<file path="src/rtl/tpid_pkg.sv">
`timescale 1ns / 1ps
// Shared types and constants of the turn controller with time limit.
// Used by tpid_csr, tpid_drive and turn_pid_with_timeout.
package tpid_pkg;

   localparam int TICK_PERIOD_MS = 20;

   localparam int OP_W      = 1;
   localparam int ANGLE_W   = 12;
   localparam int DUR_W     = 16;
   localparam int GYRO_W    = 20;
   localparam int GAIN_W    = 16;
   localparam int POWER_W   = 16;
   localparam int TIME_W    = 17;
   localparam int ERR_W     = 21;
   localparam int DIFF_W    = 22;
   localparam int SUM_W     = 32;
   localparam int FRAC_W    = 16;
   localparam int PROP_W    = ERR_W + GAIN_W;
   localparam int INTEG_W   = SUM_W + GAIN_W;
   localparam int DERIV_W   = DIFF_W + GAIN_W;
   localparam int ACC_W     = INTEG_W + 2;
   localparam int SHIFT_W   = ACC_W - FRAC_W;

   localparam int REQ_DATA_W = 56;
   localparam int RSP_DATA_W = 40;
   localparam int CSR_ADDR_W = 4;
   localparam int CSR_DATA_W = 32;

   localparam logic signed [POWER_W-1:0] POWER_MAX = 16'sd32767;
   localparam logic signed [SUM_W-1:0]   SUM_MAX   = 32'sh7FFF_FFFF;
   localparam logic signed [SUM_W-1:0]   SUM_MIN   = 32'sh8000_0000;

   typedef enum logic [OP_W-1:0] {
      OP_START = 1'b0,
      OP_TICK  = 1'b1
   } op_type;

   typedef enum logic [1:0] {
      REG_PROP_GAIN  = 2'd0,
      REG_INTEG_GAIN = 2'd1,
      REG_DERIV_GAIN = 2'd2
   } reg_index_type;

   typedef struct packed {
      logic signed [GAIN_W-1:0] prop;
      logic signed [GAIN_W-1:0] integ;
      logic signed [GAIN_W-1:0] deriv;
   } gains_type;

   typedef struct packed {
      logic active;
      logic clockwise;
      logic running;
      logic finished;
   } flags_type;

   typedef struct packed {
      flags_type                flags;
      logic signed [ERR_W-1:0]  error;
      logic signed [SUM_W-1:0]  error_sum;
      logic signed [DIFF_W-1:0] error_diff;
   } term_type;

endpackage

</file>
<file path="src/rtl/tpid_csr.sv">
`timescale 1ns / 1ps
// Gain register file behind the APB-style configuration port.
// Depends on tpid_pkg.
module tpid_csr
   import tpid_pkg::*;
(
   input  logic                  clock,
   input  logic                  reset,
   input  logic                  csr_psel,
   input  logic                  csr_penable,
   input  logic                  csr_pwrite,
   input  logic [CSR_ADDR_W-1:0] csr_paddr,
   input  logic [CSR_DATA_W-1:0] csr_pwdata,
   output logic [CSR_DATA_W-1:0] csr_prdata,
   output logic                  csr_pready,
   output gains_type             gains
);

   gains_type     gains_ff;
   gains_type     gains_in;
   reg_index_type index;
   logic          write_en;

   assign csr_pready = 1'b1;
   assign index      = reg_index_type'(csr_paddr[CSR_ADDR_W-1:2]);
   assign write_en   = csr_psel & csr_penable & csr_pwrite & csr_pready;
   assign gains      = gains_ff;

   always_comb begin
      gains_in = gains_ff;
      if (write_en) begin
         case (index)
            REG_PROP_GAIN:  gains_in.prop  = signed'(csr_pwdata[GAIN_W-1:0]);
            REG_INTEG_GAIN: gains_in.integ = signed'(csr_pwdata[GAIN_W-1:0]);
            REG_DERIV_GAIN: gains_in.deriv = signed'(csr_pwdata[GAIN_W-1:0]);
            default:        gains_in = gains_ff;
         endcase
      end
   end

   always_comb begin
      case (index)
         REG_PROP_GAIN:  csr_prdata = CSR_DATA_W'(gains_ff.prop);
         REG_INTEG_GAIN: csr_prdata = CSR_DATA_W'(gains_ff.integ);
         REG_DERIV_GAIN: csr_prdata = CSR_DATA_W'(gains_ff.deriv);
         default:        csr_prdata = '0;
      endcase
   end

   always_ff @(posedge clock) begin
      if (reset) begin
         gains_ff <= '0;
      end else begin
         gains_ff <= gains_in;
      end
   end

endmodule

</file>
<file path="src/rtl/tpid_drive.sv">
`timescale 1ns / 1ps
// Product stage and sum/saturate/output stage of the drive computation.
// Depends on tpid_pkg.
module tpid_drive
   import tpid_pkg::*;
(
   input  logic                  clock,
   input  logic                  reset,
   input  gains_type             gains,
   input  logic                  term_valid,
   input  term_type              term,
   output logic                  term_ready,
   output logic                  rsp_tvalid,
   input  logic                  rsp_tready,
   // {6'b0, finished, running, right_power[15:0], left_power[15:0]}
   output logic [RSP_DATA_W-1:0] rsp_tdata
);

   logic                       prod_valid_ff;
   logic                       prod_valid_in;
   flags_type                  prod_flags_ff;
   logic signed [PROP_W-1:0]   prod_prop_ff;
   logic signed [PROP_W-1:0]   prod_prop_in;
   logic signed [INTEG_W-1:0]  prod_integ_ff;
   logic signed [INTEG_W-1:0]  prod_integ_in;
   logic signed [DERIV_W-1:0]  prod_deriv_ff;
   logic signed [DERIV_W-1:0]  prod_deriv_in;

   logic                       rsp_valid_ff;
   logic                       rsp_valid_in;
   logic [RSP_DATA_W-1:0]      rsp_data_ff;
   logic [RSP_DATA_W-1:0]      rsp_data_in;

   logic                       out_ready;
   logic                       prod_ready;
   logic signed [ACC_W-1:0]    acc;
   logic signed [SHIFT_W-1:0]  shifted;
   logic signed [POWER_W-1:0]  power;
   logic signed [POWER_W-1:0]  left_power;
   logic signed [POWER_W-1:0]  right_power;

   assign out_ready  = ~rsp_valid_ff | rsp_tready;
   assign prod_ready = ~prod_valid_ff | out_ready;
   assign term_ready = prod_ready;
   assign rsp_tvalid = rsp_valid_ff;
   assign rsp_tdata  = rsp_data_ff;

   assign prod_valid_in = prod_ready ? term_valid : prod_valid_ff;
   assign prod_prop_in  = term.error * gains.prop;
   assign prod_integ_in = term.error_sum * gains.integ;
   assign prod_deriv_in = term.error_diff * gains.deriv;

   always_comb begin
      acc = ACC_W'(prod_prop_ff) + ACC_W'(prod_integ_ff) + ACC_W'(prod_deriv_ff);
      shifted = SHIFT_W'(acc >>> FRAC_W);
      if (shifted > SHIFT_W'(POWER_MAX)) begin
         power = POWER_MAX;
      end else if (shifted < -SHIFT_W'(POWER_MAX)) begin
         power = -POWER_MAX;
      end else begin
         power = POWER_W'(shifted);
      end
      if (!prod_flags_ff.active) begin
         left_power  = '0;
         right_power = '0;
      end else if (prod_flags_ff.clockwise) begin
         left_power  = power;
         right_power = -power;
      end else begin
         left_power  = -power;
         right_power = power;
      end
      rsp_data_in = {6'b0, prod_flags_ff.finished, prod_flags_ff.running,
                     right_power, left_power};
   end

   assign rsp_valid_in = out_ready ? prod_valid_ff : rsp_valid_ff;

   always_ff @(posedge clock) begin
      if (reset) begin
         prod_valid_ff <= 1'b0;
         rsp_valid_ff  <= 1'b0;
      end else begin
         prod_valid_ff <= prod_valid_in;
         rsp_valid_ff  <= rsp_valid_in;
      end
   end

   always_ff @(posedge clock) begin
      if (term_valid && prod_ready) begin
         prod_flags_ff <= term.flags;
         prod_prop_ff  <= prod_prop_in;
         prod_integ_ff <= prod_integ_in;
         prod_deriv_ff <= prod_deriv_in;
      end
      if (prod_valid_ff && out_ready) begin
         rsp_data_ff <= rsp_data_in;
      end
   end

endmodule

</file>
<file path="src/rtl/turn_pid_with_timeout.sv">
`timescale 1ns / 1ps
// Turn controller with time limit: PID drive from gyro angle, top level.
// An accepted beat passes the input, term, product and output registers in turn.
// Throughput: one beat per cycle; input, term, product and output registers
// each hold one beat and advance independently, so stalls only back up.
// Reset clears gains, timer, errors and the stored move; the block is idle.
// Depends on tpid_pkg, tpid_csr and tpid_drive.
module turn_pid_with_timeout
   import tpid_pkg::*;
(
   input  logic                  clock,
   input  logic                  reset,
   input  logic                  req_tvalid,
   output logic                  req_tready,
   // {gyro_angle[48:29], duration_ms[28:13], clockwise[12], target_angle[11:0]}
   input  logic [REQ_DATA_W-1:0] req_tdata,
   // op
   input  logic                  req_tuser,
   output logic                  rsp_tvalid,
   input  logic                  rsp_tready,
   // {6'b0, finished, running, right_power[15:0], left_power[15:0]}
   output logic [RSP_DATA_W-1:0] rsp_tdata,
   input  logic                  csr_psel,
   input  logic                  csr_penable,
   input  logic                  csr_pwrite,
   input  logic [CSR_ADDR_W-1:0] csr_paddr,
   input  logic [CSR_DATA_W-1:0] csr_pwdata,
   output logic [CSR_DATA_W-1:0] csr_prdata,
   output logic                  csr_pready
);

   gains_type                  gains;

   logic                       in_valid_ff;
   op_type                     in_op_ff;
   logic signed [ANGLE_W-1:0]  in_target_ff;
   logic                       in_clockwise_ff;
   logic [DUR_W-1:0]           in_duration_ff;
   logic signed [GYRO_W-1:0]   in_gyro_ff;

   logic                       term_valid_ff;
   logic                       term_valid_in;
   term_type                   term_ff;
   term_type                   term_in;
   logic                       drive_ready;
   logic                       term_ready;
   logic                       term_load;

   logic [TIME_W-1:0]          elapsed_ff;
   logic [TIME_W-1:0]          elapsed_in;
   logic signed [ERR_W-1:0]    prev_error_ff;
   logic signed [ERR_W-1:0]    prev_error_in;
   logic signed [SUM_W-1:0]    error_sum_ff;
   logic signed [SUM_W-1:0]    error_sum_in;
   logic signed [ANGLE_W-1:0]  target_ff;
   logic signed [ANGLE_W-1:0]  target_in;
   logic                       direction_ff;
   logic                       direction_in;
   logic [DUR_W-1:0]           limit_ff;
   logic [DUR_W-1:0]           limit_in;

   logic signed [ERR_W-1:0]    error;
   logic signed [DIFF_W-1:0]   error_diff;
   logic signed [SUM_W:0]      sum_wide;
   logic signed [SUM_W-1:0]    sum_sat;
   logic [TIME_W-1:0]          elapsed_next;
   logic                       active;

   tpid_csr u_csr (
      .clock       (clock),
      .reset       (reset),
      .csr_psel    (csr_psel),
      .csr_penable (csr_penable),
      .csr_pwrite  (csr_pwrite),
      .csr_paddr   (csr_paddr),
      .csr_pwdata  (csr_pwdata),
      .csr_prdata  (csr_prdata),
      .csr_pready  (csr_pready),
      .gains       (gains)
   );

   tpid_drive u_drive (
      .clock      (clock),
      .reset      (reset),
      .gains      (gains),
      .term_valid (term_valid_ff),
      .term       (term_ff),
      .term_ready (drive_ready),
      .rsp_tvalid (rsp_tvalid),
      .rsp_tready (rsp_tready),
      .rsp_tdata  (rsp_tdata)
   );

   assign term_ready    = ~term_valid_ff | drive_ready;
   assign req_tready    = ~in_valid_ff | term_ready;
   assign term_load     = in_valid_ff & term_ready;
   assign term_valid_in = term_ready ? in_valid_ff : term_valid_ff;

   always_comb begin
      error = ERR_W'(signed'({target_ff, 4'b0000})) - ERR_W'(in_gyro_ff);
      error_diff = DIFF_W'(error) - DIFF_W'(prev_error_ff);
      sum_wide = (SUM_W + 1)'(error_sum_ff) + (SUM_W + 1)'(error);
      if (sum_wide[SUM_W] != sum_wide[SUM_W-1]) begin
         sum_sat = sum_wide[SUM_W] ? SUM_MIN : SUM_MAX;
      end else begin
         sum_sat = sum_wide[SUM_W-1:0];
      end
      elapsed_next = elapsed_ff + TIME_W'(TICK_PERIOD_MS);
      active = elapsed_ff < TIME_W'(limit_ff);
   end

   always_comb begin
      elapsed_in    = elapsed_ff;
      prev_error_in = prev_error_ff;
      error_sum_in  = error_sum_ff;
      target_in     = target_ff;
      direction_in  = direction_ff;
      limit_in      = limit_ff;
      term_in       = '0;
      term_in.error      = error;
      term_in.error_sum  = sum_sat;
      term_in.error_diff = error_diff;
      if (in_op_ff == OP_START) begin
         target_in     = in_target_ff;
         direction_in  = in_clockwise_ff;
         limit_in      = in_duration_ff;
         elapsed_in    = '0;
         prev_error_in = '0;
         error_sum_in  = '0;
         term_in.flags.running = (in_duration_ff != '0);
      end else if (active) begin
         prev_error_in = error;
         error_sum_in  = sum_sat;
         elapsed_in    = elapsed_next;
         term_in.flags.active    = 1'b1;
         term_in.flags.clockwise = direction_ff;
         term_in.flags.running   = 1'b1;
         term_in.flags.finished  = elapsed_next >= TIME_W'(limit_ff);
      end
   end

   always_ff @(posedge clock) begin
      if (reset) begin
         in_valid_ff   <= 1'b0;
         term_valid_ff <= 1'b0;
         elapsed_ff    <= '0;
         prev_error_ff <= '0;
         error_sum_ff  <= '0;
         target_ff     <= '0;
         direction_ff  <= 1'b0;
         limit_ff      <= '0;
      end else begin
         if (req_tready) begin
            in_valid_ff <= req_tvalid;
         end
         term_valid_ff <= term_valid_in;
         if (term_load) begin
            elapsed_ff    <= elapsed_in;
            prev_error_ff <= prev_error_in;
            error_sum_ff  <= error_sum_in;
            target_ff     <= target_in;
            direction_ff  <= direction_in;
            limit_ff      <= limit_in;
         end
      end
   end

   always_ff @(posedge clock) begin
      if (req_tvalid && req_tready) begin
         in_op_ff        <= op_type'(req_tuser);
         in_target_ff    <= signed'(req_tdata[11:0]);
         in_clockwise_ff <= req_tdata[12];
         in_duration_ff  <= req_tdata[28:13];
         in_gyro_ff      <= signed'(req_tdata[48:29]);
      end
      if (term_load) begin
         term_ff <= term_in;
      end
   end

endmodule
</file>
<file path="config.mk">
export PLATFORM = sky130hd
export DESIGN_NAME = turn_pid_with_timeout
export DESIGN_NICKNAME = d
export VERILOG_FILES = /design/src/rtl/tpid_pkg.sv /design/src/rtl/tpid_csr.sv /design/src/rtl/tpid_drive.sv /design/src/rtl/turn_pid_with_timeout.sv
export SDC_FILE = /design/constraint.sdc
export NUM_CORES = 2
export LEC_CHECK = 0
export BUFFER_PORTS_ARGS = -buffer_cell sky130_fd_sc_hd__buf_2
export CORE_ASPECT_RATIO = 1.25
export CORE_MARGIN = 1
export CORE_UTILIZATION = 45
export CTS_CLUSTER_SIZE = 40
export DETAILED_ROUTE_END_ITERATION = 16
export PLACE_DENSITY = 0.65
export REMOVE_ABC_BUFFERS = 1
export SLEW_MARGIN = 0
export SYNTH_ARGS = -nofsm -noshare
export SYNTH_HDL_FRONTEND = slang
export SYNTH_SLANG_ARGS = --single-unit
export TNS_END_PERCENT = 20
</file>
<file path="constraint.sdc">
create_clock -name clock -period 15.8 [get_ports clock]
set_input_delay 2.37 -clock clock [delete_from_list [all_inputs] [get_ports clock]]
set_output_delay 2.37 -clock clock [all_outputs]
set_load 0.1 [all_outputs]
</file>
# Word level (Yosys, flattened, before mapping)
# Index checks and enable logic that the tools add are counted.
# Widths: inputs -> output; s select.
[op_classes]
muxes = 15
add_sub_neg = 7
order_cmp = 4
mul = 3
n_eq_ne = 4
reduce_logical = 11
n_bitwise = 12
[op_table]
columns = ["operator", "count"]
rows = [
  ["$mux 32", 4],
  ["$pmux 32 s3", 1],
  ["$mux 16", 4],
  ["$add 49x38->50", 1],
  ["$add 37x48->49", 1],
  ["$mul 32x16->48", 1],
  ["$mux 21", 2],
  ["$mul 22x16->38", 1],
  ["$mul 21x16->37", 1],
  ["$gt 34x16->1 const B", 1],
  ["$lt 34x16->1 const B", 1],
  ["$mux 17", 2],
  ["$add 32x21->33", 1],
  ["$sub 21x21->22", 1],
  ["$sub 16x20->21", 1],
  ["$add 17x5->17 const B", 1],
  ["$ge 17x16->1", 1],
  ["$lt 17x16->1", 1],
  ["$neg 16->16", 1],
  ["$reduce_bool 16->1", 1],
  ["$reduce_and 2->1", 6],
  ["$not 1->1", 5],
  ["$mux 4", 1],
  ["$or 1x1->1", 4],
  ["8 further kinds", 12],
]
[word_totals]
regBits = 441
out_inout_bits = 75
wordCells = 90

# Logic depth before layout (Yosys ltp)
[logic_depth]
depth_word = 7
depth_mapped = 30
depth_no_buf = 28

# By module
# Synthesis repeated with hierarchy kept, for this count alone.
[hier_totals]
hier_cells = 7003
area_unflattened_um2 = 66725.2
[modules_own_cells]
columns = ["mod", "area_each_um2", "cells_each", "n_inst"]
rows = [
  ["tpid_drive", 52086.2, 5550, 1],
  ["turn_pid_with_timeout", 12206.7, 1203, 1],
  ["tpid_csr", 2432.3, 250, 1],
]

# Least setup slack after synthesis
# OpenSTA, ideal clock, no wires.
[synth_timing]
path_kind = "input to register"
start = "in rsp_tready"
end = "reg u_drive.prod_deriv_ff[0] (enable)"
setup_time_ns = 0.807
path_buffers = 0
path_slack_ns = 3.351
stages = 2
required_time_ns = 14.993
t_arrival_ns = 11.641
path_cell_list = "nor2b_1 a21boi_0"
[synth_between]
elab_chain_cells = 3
[synth_lines]
columns = ["item", "line", "text"]
rows = [
  ["start, declared", "turn_pid_with_timeout.sv:20", "input logic rsp_tready,"],
  ["$or 1x1->1", "tpid_drive.sv:42", "assign out_ready = ~rsp_valid_ff | rsp_tready;"],
  ["$or 1x1->1", "tpid_drive.sv:43", "assign prod_ready = ~prod_valid_ff | out_ready;"],
  ["$logic_and 1x1->1", "tpid_drive.sv:90", "if (term_valid && prod_ready) begin"],
  ["end signal, assigned", "tpid_drive.sv:94", "prod_deriv_ff <= prod_deriv_in;"],
  ["end, declared", "tpid_drive.sv:26", "logic signed [DERIV_W-1:0] prod_deriv_ff;"],
]
# Every way passes these cells.
# A chain may end at the register's enable or synchronous reset.

# Final worst setup path
[layout_timing]
start = "reg u_csr.gains_ff (netlist bit u_csr.gains[17])"
end = "reg u_drive.prod_integ_ff[47] (data pin)"
[layout_between]
elab_chain_cells = 1
[layout_lines]
columns = ["item", "line", "text"]
rows = [
  ["start, declared", "tpid_csr.sv:19", "gains_type gains_ff;"],
  ["start signal, assigned", "tpid_csr.sv:54", "gains_ff <= gains_in;"],
  ["$mul 32x16->48", "tpid_drive.sv:50", "assign prod_integ_in = term.error_sum * gains.integ;"],
  ["named net u_drive.prod_integ_in[47]", "tpid_drive.sv:25", "logic signed [INTEG_W-1:0] prod_integ_in;"],
  ["end signal, assigned", "tpid_drive.sv:93", "prod_integ_ff <= prod_integ_in;"],
  ["end, declared", "tpid_drive.sv:24", "logic signed [INTEG_W-1:0] prod_integ_ff;"],
]
# The timed path passes the listed nets, and every way through them passes these cells.

==> results.sh <==
export IMPL_status="complete, no violations"
export IMPL_syn_area_um2=66500
export IMPL_rsz0062_at_grt="false"
export IMPL_power_uw=3840
export IMPL_ff2ff_path_depth=27
export IMPL_post_cts_buffers=0
export IMPL_vias=48953
export IMPL_diodes=0
export IMPL_initial_core_util_pct=45.4
export IMPL_min_period_ps=8750
export IMPL_leakage_uw=0.0305
export IMPL_drive_gt1_share_pct=5.08
export IMPL_drt_pass1_iter_count=5
export IMPL_track_usage_pct=24.3
export IMPL_path_class="flop to flop"
export IMPL_ios=175
export IMPL_worstPathArrival_ps=9120
export IMPL_nets=8863
export IMPL_grt_max_degree=80
export IMPL_critPathMaxStageDelay_ps=570
export IMPL_dpl_hpwl_um=139000
export IMPL_drtAntennaViolNets=0
export IMPL_power_density_nw_per_um2=54.3
export IMPL_root_buffer="clkbuf_16"
export IMPL_route_detailed_drc=0
export IMPL_fp_dieH_um=432
export IMPL_rows=157
export IMPL_maxSlewHeadroom_pct=13.9
export IMPL_ys_top_cells_by_area="fa_1 (37%), edfxtp_1 (13%), ha_1 (8.4%)"
export IMPL_cts_hold_buf=0
export IMPL_die_area_um2=149000
export IMPL_ys_warn_count=0
export IMPL_syn_area_per_cell_um2=9.33
export IMPL_cp_max_fo=32
export IMPL_yosysMostFrequentCell="inv_1"
export IMPL_drv_slew=0
export IMPL_max_freq_ghz=0.114
export IMPL_grt_pass1_wl_um=284000
export IMPL_end_kind="flop"
export IMPL_critPathLaunch="u_csr.gains[17]"
export IMPL_grt_pass1_vias=52704
export IMPL_overflow=0
export IMPL_synth_seq_area_share_pct=17.5
export IMPL_area_growth_pct=6.44
export IMPL_max_cap_violations=0
export IMPL_post_route_period_util_pct=55.4
export IMPL_crit_required_ps=16170
export IMPL_ys_async_sr_fraction_pct=0
export IMPL_antenna_found_initial=3
export IMPL_vias_per_cell=5.41
export IMPL_portBuffers=142
export IMPL_cts_buffer_depth=3
export IMPL_ir_drop_mv=0.0850
export IMPL_timing_rr_start="u_csr.gains[17]"
export IMPL_core_area_um2=147000
export IMPL_htree_num_levels=2
export IMPL_ys_ff_latch=438
export IMPL_drt_iter0_markers=2960
export IMPL_r2r_slack_ps=7050
export IMPL_setup_ws_ps=7050
export IMPL_hold_ws_ps=425
export IMPL_clkSlewWorstSetupHoldPaths_ps=60
export IMPL_yosysTopAreaCellShare_pct=36.5
export IMPL_clock_sinks=438
export IMPL_slowest_stage="fa_1"
export IMPL_worst_hold_path_endpoint="u_drive.rsp_tdata[32]"
export IMPL_finalSetupViolations=0
export IMPL_hold_depth=0
export IMPL_netlist_instances=7125
export IMPL_synth_edff_count=289
export IMPL_worst_slew_pin_slew_ps=1280
export IMPL_numCtsBuffers=51
export IMPL_post_place_ws_ps=7130
export IMPL_hp_class="flop to flop"
export IMPL_hold_viol_final=0
export IMPL_clkLatencyLatePin_ps=670
export IMPL_hp_start="u_drive.prod_flags_ff[1]"
export IMPL_fp_dieW_um=346
export IMPL_r2r_end="u_drive.prod_integ_ff[47]"
export IMPL_yosys_top_cells_count="inv_1 (1403), fa_1 (1213), nand2_1 (1012)"
export IMPL_ys_types=101
export IMPL_start_kind="flop"
export IMPL_wl_per_cell_um=19.4
export IMPL_cts_resized=0
export IMPL_yosys_area_top_type="fa_1"
export IMPL_gp_congestion=0.909
export IMPL_crit_top_cell="fa_1"
export IMPL_skew_ps=48.1
export IMPL_cts_tree="built"
export IMPL_wirelength_um=175000
export IMPL_synthFlopType="edfxtp_1"
==> power by group <==
part	total (uW)	switching [uW]	internal, uW
combinational	1200	775	426
sequential	1420	105	1310
clock	1220	522	700
total	3840	1400	2440
==> worst max-delay path, delay by kind of cell, from the launching register on <==
family | cells | cell delay [ps]
adder cells (fa/ha/maj) | 7 | 3460
AND/OR/NAND/NOR | 2 | 320
flip-flops | 1 | 370
XOR/XNOR | 1 | 170
AO/OA/AOI/OAI | 11 | 3300
buffers and inverters | 6 | 790
==> kinds of logic (layout without fill, tap and decap cells) <==
group	count (synthesis)	in the layout	synth area share [%]
xor+xnor	211	211	2.78
simple gates	2160	2160	15.6
mux	25	25	0.382
compound gates	902	902	8.69
fa+ha+maj	1676	1676	45.2
other cells	2	7	0.0113
buf+inv	1711	1725	9.84
flops	438	438	17.5
==> stage by stage <==
stage	setup TNS [ps]	utilization, %	cells	cell area (um^2)
final	0	48.3	9052	70700
after global routing	0	48.3	9052	70700
after CTS	0	48.3	9052	70700
after detailed placement	0	47.1	8957	69000
after global placement	0	47.1	8957	69000
after floorplan	-403680	-	6823	65200
==> routing by layer <==
metal	track usage, %	wire (um)	vias to the layer above	share of wire, %
met5	0	0	-	0
met4	11.1	9150	0	5.2
met3	2.55	9260	384	5.3
met2	43.3	88100	1452	50
met1	29.6	68800	24968	39
li1	-	-	22149	-
==> area by class of cell <==
| cell class | instances | area, um^2 |
|---|---|---|
| Multi-Input combinational cell | 4981 | 48300 |
| Tap cell | 1908 | 2390 |
| Fill cell | 13778 | 75800 |
| Clock buffer | 71 | 1490 |
| Timing Repair Buffer | 226 | 1340 |
| Clock inverter | 24 | 265 |
| Sequential cell | 438 | 11700 |
| Inverter | 1404 | 5270 |
==> worst max path at each step <==
stage,to,slack [ps]
after global routing,u_drive.prod_deriv_ff[37],6600
after global placement,u_drive.prod_integ_ff[47],7270
after detailed placement,u_drive.prod_integ_ff[47],7130
after floorplan,csr_prdata[15],-23750
after CTS,u_drive.prod_integ_ff[47],7100
final,u_drive.prod_integ_ff[47],7050
==> cell usage in the layout (no fill, tap or decap), types with 17 or more instances in the layout <==
master	netlist	final
o21a_1	45	45
a31oi_1	24	24
nor2_1	241	240
nor2b_1	44	42
buf_2	9	141
a22oi_1	25	25
o21ai_0	186	186
a21oi_1	287	287
buf_4	26	85
nand4_1	25	25
nand2_1	1012	1012
nand3_1	64	64
a211oi_1	26	26
edfxtp_1	289	289
nor3_1	75	75
nand2b_1	78	78
o22ai_1	17	17
clkbuf_16	0	55
ha_1	448	448
o21bai_1	25	25
nor4_1	17	17
and2_1	473	472
o211ai_1	25	25
mux2i_1	22	22
fa_1	1213	1213
xor2_1	52	52
inv_1	1403	1402
or3_1	26	26
a21o_1	81	81
dfxtp_1	149	148
xnor2_1	159	159
and3_1	32	32
==> sequential cells by signal, summed over array words and instances (netlist names), 4 cells and up <==
name	cells
error_sum_ff	32
u_drive.rsp_tdata	33
in_gyro_ff	20
in_target_ff	12
target_ff	12
elapsed_ff	15
in_duration_ff	16
u_csr.gains	48
u_drive.prod_prop_ff	37
u_drive.prod_flags_ff	4
limit_ff	16
term_ff	79
u_drive.prod_integ_ff	48
u_drive.prod_deriv_ff	38
prev_error_ff	21
Note: power is estimated with default switching activity, not from simulation.
